### src/mlc_pkg.sv
package mlc_pkg;

  // Request codes carried on the input tuser
  typedef enum logic [2:0] {
    REQ_READ   = 3'd0,
    REQ_WRITE  = 3'd1,
    REQ_REPL   = 3'd2,
    REQ_INVAL  = 3'd3,
    REQ_FLUSH  = 3'd4,
    REQ_RFILL  = 3'd5,
    REQ_WFILL  = 3'd6
  } req_t;

  // Bus action codes
  typedef enum logic [1:0] {
    ACT_NONE = 2'd0,
    ACT_RD   = 2'd1,
    ACT_RDX  = 2'd2
  } act_t;

  // Line coherence state, held one-hot
  typedef enum logic [3:0] {
    ST_I = 4'b0001,
    ST_S = 4'b0010,
    ST_E = 4'b0100,
    ST_M = 4'b1000
  } mesi_t;

  // Encoded line state as reported on the result
  localparam logic [1:0] LS_I = 2'd0;
  localparam logic [1:0] LS_S = 2'd1;
  localparam logic [1:0] LS_E = 2'd2;
  localparam logic [1:0] LS_M = 2'd3;

  // Counter bump strobes from the step logic
  typedef struct packed {
    logic hit;
    logic miss;
    logic flush;
    logic evict;
    logic dirty_evict;
    logic inval;
  } cnt_inc_t;

  function automatic logic [1:0] enc_state(mesi_t st);
    logic [1:0] code;
    case (st)
      ST_S:    code = LS_S;
      ST_E:    code = LS_E;
      ST_M:    code = LS_M;
      default: code = LS_I;
    endcase
    return code;
  endfunction

endpackage

### src/mlc_step.sv
module mlc_step #(
  parameter int TAG_BITS  = 20,
  parameter int NODE_BITS = 3
) (
  input  mlc_pkg::req_t          req,
  input  logic                   repl_wr,
  input  logic [TAG_BITS-1:0]    new_tag,
  input  logic [NODE_BITS-1:0]   node,
  input  logic                   exclusive,
  input  mlc_pkg::mesi_t         cur_st,
  input  logic                   cur_dirty,
  input  logic [TAG_BITS-1:0]    cur_tag,
  input  logic [NODE_BITS-1:0]   cur_node,
  output mlc_pkg::mesi_t         nxt_st,
  output logic                   nxt_dirty,
  output logic [TAG_BITS-1:0]    nxt_tag,
  output logic [NODE_BITS-1:0]   nxt_node,
  output mlc_pkg::act_t          act,
  output mlc_pkg::cnt_inc_t      inc
);
  import mlc_pkg::*;

  mesi_t acc_st;
  logic  acc_wr;

  // Processor access: a replace starts from I with the write flag of the beat
  always_comb begin
    acc_st = (req == REQ_REPL) ? ST_I : cur_st;
    acc_wr = (req == REQ_WRITE) || ((req == REQ_REPL) && repl_wr);
  end

  always_comb begin
    nxt_st    = cur_st;
    nxt_dirty = cur_dirty;
    nxt_tag   = cur_tag;
    nxt_node  = cur_node;
    act       = ACT_NONE;
    inc       = '0;
    case (req)
      REQ_READ, REQ_WRITE, REQ_REPL: begin
        nxt_node = node;
        if (req == REQ_WRITE) begin
          nxt_dirty = 1'b1;
        end
        // Count the eviction of a valid line and flush it if dirty
        if (req == REQ_REPL) begin
          nxt_tag   = new_tag;
          nxt_dirty = repl_wr;
          if (cur_st != ST_I) begin
            inc.evict       = 1'b1;
            inc.flush       = cur_dirty;
            inc.dirty_evict = cur_dirty;
          end
        end
        // Resolve hit or miss against the starting state
        case (acc_st)
          ST_M: begin
            inc.hit = 1'b1;
            nxt_st  = ST_M;
          end
          ST_E: begin
            inc.hit = 1'b1;
            nxt_st  = acc_wr ? ST_M : ST_E;
          end
          ST_S: begin
            if (acc_wr) begin
              inc.miss = 1'b1;
              nxt_st   = ST_M;
              act      = ACT_RDX;
            end else begin
              inc.hit = 1'b1;
              nxt_st  = ST_S;
            end
          end
          default: begin
            inc.miss = 1'b1;
            nxt_st   = acc_wr ? ST_M : ST_E;
            act      = acc_wr ? ACT_RDX : ACT_RD;
          end
        endcase
      end
      REQ_INVAL: begin
        inc.inval = 1'b1;
        nxt_st    = ST_I;
      end
      REQ_FLUSH: begin
        // Downgrade owned lines; M writes back
        if (cur_st == ST_M) begin
          inc.flush = 1'b1;
          nxt_st    = ST_S;
        end else if (cur_st == ST_E) begin
          nxt_st = ST_S;
        end
      end
      REQ_RFILL: begin
        nxt_st = exclusive ? ST_E : ST_S;
      end
      REQ_WFILL: begin
        nxt_st = ST_M;
      end
      default: begin
        nxt_st = cur_st;
      end
    endcase
  end

endmodule

### src/mesi_line_controller_top.sv
// Channel | Direction | tdata / tuser contents
// in_     | slave     | tuser: req_type; tdata: repl_wr, new_tag, node, exclusive
// out_    | master    | tdata: bus_action, line_state, dirty_out, tag_out, node_out,
//         |           |        six event counters
//
// One beat per cycle sustained while out_tready stays high; a result passes
// through the input register, then the result register.
// The line state and counters are updated when a beat moves from the input
// register into the result register, so each result reflects every earlier beat.
// rst_n (synchronous, active low) clears the line to I with tag, node, dirty mark
// and all counters at zero, and empties both registers.
// A stalled result holds the result register; the input register still takes a
// beat and waits there, so the pipeline stops only when both are full.
module mesi_line_controller_top #(
  parameter int TAG_BITS   = 20,
  parameter int NODE_COUNT = 8,
  parameter int COUNT_BITS = 32,
  localparam int NODE_BITS = (NODE_COUNT > 1) ? $clog2(NODE_COUNT) : 1,
  localparam int IN_BITS   = 1 + TAG_BITS + NODE_BITS + 1,
  localparam int IN_W      = ((IN_BITS + 7) / 8) * 8,
  localparam int OUT_BITS  = 2 + 2 + 1 + TAG_BITS + NODE_BITS + 6 * COUNT_BITS,
  localparam int OUT_W     = ((OUT_BITS + 7) / 8) * 8
) (
  input  logic             clk,
  input  logic             rst_n,
  input  logic             in_tvalid,
  output logic             in_tready,
  // repl_wr, new_tag, node, exclusive (from bit 0 up), zero padded
  input  logic [IN_W-1:0]  in_tdata,
  // req_type
  input  logic [2:0]       in_tuser,
  output logic             out_tvalid,
  input  logic             out_tready,
  // bus_action, line_state, dirty_out, tag_out, node_out, hits, misses,
  // flush_total, eviction_total, dirty_eviction_total, invalidation_total
  // (from bit 0 up), zero padded
  output logic [OUT_W-1:0] out_tdata
);
  import mlc_pkg::*;

  // Input register
  logic                 s1_vld_r;
  req_t                 s1_req_r;
  logic                 s1_wr_r;
  logic [TAG_BITS-1:0]  s1_tag_r;
  logic [NODE_BITS-1:0] s1_node_r;
  logic                 s1_excl_r;

  // Line state
  mesi_t                st_r, st_nxt;
  logic                 dirty_r, dirty_nxt;
  logic [TAG_BITS-1:0]  tag_r, tag_nxt;
  logic [NODE_BITS-1:0] node_r, node_nxt;
  logic [COUNT_BITS-1:0] hit_r, miss_r, flush_r, evict_r, devict_r, inval_r;
  logic [COUNT_BITS-1:0] hit_nxt, miss_nxt, flush_nxt, evict_nxt, devict_nxt, inval_nxt;

  // Result register
  logic             out_vld_r;
  logic [OUT_W-1:0] out_data_r, out_data_nxt;

  act_t     act;
  cnt_inc_t inc;
  logic     s1_adv;
  logic     in_acc;

  assign s1_adv    = s1_vld_r && (!out_vld_r || out_tready);
  assign in_tready = !s1_vld_r || s1_adv;
  assign in_acc    = in_tvalid && in_tready;

  // Capture the input beat
  always_ff @(posedge clk) begin
    if (!rst_n) begin
      s1_vld_r <= 1'b0;
    end else if (in_tready) begin
      s1_vld_r <= in_tvalid;
    end
  end

  always_ff @(posedge clk) begin
    if (in_acc) begin
      s1_req_r  <= req_t'(in_tuser);
      s1_wr_r   <= in_tdata[0];
      s1_tag_r  <= in_tdata[TAG_BITS:1];
      s1_node_r <= in_tdata[TAG_BITS+NODE_BITS:TAG_BITS+1];
      s1_excl_r <= in_tdata[TAG_BITS+NODE_BITS+1];
    end
  end

  mlc_step #(
    .TAG_BITS  (TAG_BITS),
    .NODE_BITS (NODE_BITS)
  ) u_step (
    .req       (s1_req_r),
    .repl_wr   (s1_wr_r),
    .new_tag   (s1_tag_r),
    .node      (s1_node_r),
    .exclusive (s1_excl_r),
    .cur_st    (st_r),
    .cur_dirty (dirty_r),
    .cur_tag   (tag_r),
    .cur_node  (node_r),
    .nxt_st    (st_nxt),
    .nxt_dirty (dirty_nxt),
    .nxt_tag   (tag_nxt),
    .nxt_node  (node_nxt),
    .act       (act),
    .inc       (inc)
  );

  // Advance the counters
  always_comb begin
    hit_nxt    = hit_r + COUNT_BITS'(inc.hit);
    miss_nxt   = miss_r + COUNT_BITS'(inc.miss);
    flush_nxt  = flush_r + COUNT_BITS'(inc.flush);
    evict_nxt  = evict_r + COUNT_BITS'(inc.evict);
    devict_nxt = devict_r + COUNT_BITS'(inc.dirty_evict);
    inval_nxt  = inval_r + COUNT_BITS'(inc.inval);
  end

  // Pack the result beat
  assign out_data_nxt = OUT_W'({inval_nxt, devict_nxt, evict_nxt, flush_nxt,
                                miss_nxt, hit_nxt, node_nxt, tag_nxt, dirty_nxt,
                                enc_state(st_nxt), act});

  // Commit the line state
  always_ff @(posedge clk) begin
    if (!rst_n) begin
      st_r     <= ST_I;
      dirty_r  <= 1'b0;
      tag_r    <= '0;
      node_r   <= '0;
      hit_r    <= '0;
      miss_r   <= '0;
      flush_r  <= '0;
      evict_r  <= '0;
      devict_r <= '0;
      inval_r  <= '0;
    end else if (s1_adv) begin
      st_r     <= st_nxt;
      dirty_r  <= dirty_nxt;
      tag_r    <= tag_nxt;
      node_r   <= node_nxt;
      hit_r    <= hit_nxt;
      miss_r   <= miss_nxt;
      flush_r  <= flush_nxt;
      evict_r  <= evict_nxt;
      devict_r <= devict_nxt;
      inval_r  <= inval_nxt;
    end
  end

  // Hold or load the result register
  always_ff @(posedge clk) begin
    if (!rst_n) begin
      out_vld_r <= 1'b0;
    end else if (s1_adv) begin
      out_vld_r <= 1'b1;
    end else if (out_tready) begin
      out_vld_r <= 1'b0;
    end
  end

  always_ff @(posedge clk) begin
    if (s1_adv) begin
      out_data_r <= out_data_nxt;
    end
  end

  assign out_tvalid = out_vld_r;
  assign out_tdata  = out_data_r;

endmodule

### config.mk
export PLATFORM = sky130hd
export DESIGN_NAME = mesi_line_controller_top
export DESIGN_NICKNAME = d
export VERILOG_FILES = /design/src/mlc_pkg.sv /design/src/mlc_step.sv /design/src/mesi_line_controller_top.sv
export SDC_FILE = /design/constraint.sdc
export NUM_CORES = 1
export LEC_CHECK = 0
export BUFFER_PORTS_ARGS = -buffer_cell sky130_fd_sc_hd__buf_2
export CORE_MARGIN = 3
export CORE_UTILIZATION = 42
export CTS_BUF_LIST = sky130_fd_sc_hd__clkbuf_2 sky130_fd_sc_hd__clkbuf_4 sky130_fd_sc_hd__clkbuf_8
export DETAILED_ROUTE_END_ITERATION = 12
export PLACE_DENSITY = 0.58
export SLEW_MARGIN = 5
export SYNTH_ARGS = -nofsm -noshare
export SYNTH_HDL_FRONTEND = slang
export SYNTH_SLANG_ARGS = --single-unit
### constraint.sdc
create_clock -name clk -period 13.5 [get_ports clk]
set_input_delay 2.7 -clock clk [delete_from_list [all_inputs] [get_ports clk]]
set_output_delay 2.7 -clock clk [all_outputs]
set_load 0.005 [all_outputs]
==> impl_metrics.json <==
{
  "outcome": "completed",
  "worstSetupPathType": "input port to output port",
  "ys_ff_latch": 470,
  "fmax_mhz": 165,
  "holdPathStages": 2,
  "die_x_um": 227,
  "clock_skew_ps": 25.0,
  "detail_route.first_pass.iterations": 6,
  "root_buffer": "clkbuf_8",
  "grt_pass1_vias": 13900,
  "core_sq_um": 47900,
  "post-cts-setup-buffers": 0,
  "rr_worst_depth": 12,
  "synthTopCellsByArea": "edfxtp_1 (36%), dfxtp_1 (22%), xnor2_1 (7.0%)",
  "wl_mm": 47.0,
  "grtUsageTotal_pct": 18.0,
  "detail-route-antenna-nets": 0,
  "antenna_found_initial": 8,
  "place.gp.congestion": 0.796,
  "cts-resized-gates": 0,
  "port_buffers": 253,
  "holdBufCountCts": 0,
  "overflow": 0,
  "synth.distinct_cells": 50,
  "setup_viol": 0,
  "layout_common_cells": "nor2_1 (279), buf_2 (253), edfxtp_1 (248)",
  "synth_top_cell_by_area": "edfxtp_1",
  "worstSkewPairLatency_ps": 660,
  "rsz0062_at_grt": "no",
  "drive_gt1_share_pct": 20.0,
  "routed_via_density": 5.11,
  "power_density_nw_per_um2": 127,
  "fin_crit_ps": 6060,
  "regArea_sq_um": 11900,
  "period_share_pct": 44.9,
  "syn_area_sq_um": 20500,
  "yosysWarningCount": 0,
  "route.vias.total": 14600,
  "cts_tree": "yes",
  "slew_headroom_pct": 31.8,
  "syn_inst": 1933,
  "h-tree-depth": 3,
  "hp-start": "flush_r[0]$_SDFFE_PN0P_",
  "reg2reg_slack_ps": 9560,
  "cts_inserted_buffers": 82,
  "total_power_w": 0.00304,
  "num-fill-cells": 4335,
  "multi_input_area_sq_um": 8140,
  "final_max_slew_viol_count": 0,
  "clock_sinks": 470,
  "clockBufferDepth": 3,
  "final_common_cell": "nor2_1",
  "p_leak_nw": 8.79,
  "syn-mean-instance-area_sq_um": 10.6,
  "arrival_ps": 3360,
  "ios": 265,
  "dp_hpwl_mm": 30.3,
  "path_clk_slew_ps": 60,
  "die_h_um": 227,
  "start_util_pct": 42.8,
  "grt_pass1_wl_mm": 74.3,
  "tightest_slew_ps": 1020,
  "cp.required_ps": 10800,
  "rows": 80,
  "irDropWorstVdd_mv": 0.0787,
  "start_kind": "input port",
  "route.detailed.wl_per_inst_um": 16.4,
  "synth_ff_type": "edfxtp_1",
  "synth_edf_count": 248,
  "r2r_start": "s1_req_r[1]$_DFFE_PP_",
  "drc_errors": 0,
  "hold_viol": 0,
  "synth_top_area_share_pct": 36.3,
  "area_growth_pct": 16.9,
  "path_max_fanout": 6,
  "drt-initial-drc-count": 966,
  "min_path_type": "flop to flop",
  "drv_cap": 0,
  "grt_max_degree": 185,
  "whs_endpoint": "flush_r[0]$_SDFFE_PN0P_",
  "final_nets": 2228,
  "fin_tns_setup_ps": 0,
  "r2r_end": "flush_r[26]$_SDFFE_PN0P_",
  "die-area_sq_um": 51500,
  "synthArstFlopShare_pct": 0,
  "ys_seq_area_share_pct": 58.0,
  "end_kind": "output port"
}
[through the flow]
step / std cells / hold WS (ps) / worst slack [ps] / area [sq um] / utilization [%]
after global routing: 2860 / 475 / 7390 / 24000 / 50.0
final: 2861 / 457 / 7440 / 24000 / 50.0
after floorplan: 1936 / 441 / 3020 / 20500 / -
after global placement: 2708 / 446 / 7440 / 22200 / 46.4
after detailed placement: 2708 / 454 / 7330 / 22200 / 46.4
after CTS: 2859 / 462 / 7450 / 24000 / 50.0
[routing by layer]
| layer | GRT usage (%) | up-vias | part of all wire [%] |
|---|---|---|---|
| met5 | 0 | - | 0.13 |
| met4 | 6.05 | 12 | 1.8 |
| met3 | 5.73 | 71 | 7.7 |
| met2 | 27.5 | 377 | 45 |
| met1 | 24.4 | 6951 | 45 |
| li1 | - | 7220 | - |
[logic make-up (layout without fill, tap and decap cells)]
kind of cell,count (synthesis),in the layout,share of synthesized area [%]
multiplexers,37,37,1.96
AO/OA/AOI/OAI,97,97,2.70
other,1,6,0.0183
AND/OR/NAND/NOR,866,866,20.3
XOR/XNOR,324,324,13.8
buffers and inverters,126,434,2.46
adder cells (fa/ha/maj),12,12,0.732
flip-flops,470,470,58.0
[worst max-delay path, stage by stage]
cell	delay (ps)
buf_2	100
nor2b_1	90
buf_4	210
nand2_1	90
buf_2	160
[synthesized netlist by cell type (35+ instances only)]
| library cell | number |
|---|---|
| nor2_1 | 280 |
| edfxtp_1 | 248 |
| dfxtp_1 | 222 |
| nand2_1 | 178 |
| xnor2_1 | 163 |
| xor2_1 | 161 |
| nand3_1 | 88 |
| nor3_1 | 83 |
| clkbuf_1 | 79 |
| nand4_1 | 66 |
| a21oi_1 | 46 |
| and3_1 | 35 |
[how the worst max path moves through the flow]
stage                     startpoint  slack, ps  cells past startpoint                    endpoint
after detailed placement  out_tready       7330                      8    evict_r[15]$_SDFFE_PN0P_
after floorplan           out_tready       3020                      6  out_tdata[0]$_SDFFCE_PP0P_
after global routing      out_tready       7390                      5                   in_tready
after CTS                 out_tready       7450                      5                   in_tready
final                     out_tready       7440                      5                   in_tready
after global placement    out_tready       7440                      8    evict_r[15]$_SDFFE_PN0P_
[area by class of cell]
cell class | count | share of cell area [%]
timing repair buffer | 263 | 5.65
antenna | 2 | 0.0209
clock buffer | 128 | 6.51
clock inverter | 23 | 0.689
sequential | 470 | 49.6
tap | 615 | 3.21
multi-input combinational | 1340 | 33.9
inverter | 20 | 0.365
[registers in the layout, indices dropped and copies added, names as in the netlist]
signal	flops
node_r	3
miss_r	32
st_r	4
out_tvalid	1
flush_r	32
tag_r	20
s1_wr_r	1
s1_tag_r	20
out_tdata	220
s1_node_r	3
inval_r	32
s1_excl_r	1
s1_req_r	3
hit_r	32
dirty_r	1
evict_r	32
devict_r	32
s1_vld_r	1
[power by group]
part	leakage [nW]	switching [W]	internal, W
sequential	4.06	0.0000188	0.00155
combinational	3.81	0.0000781	0.0000427
clock	0.916	0.000579	0.000774
total	8.79	0.000675	0.00237
Note: power is estimated with default switching activity, not from simulation.
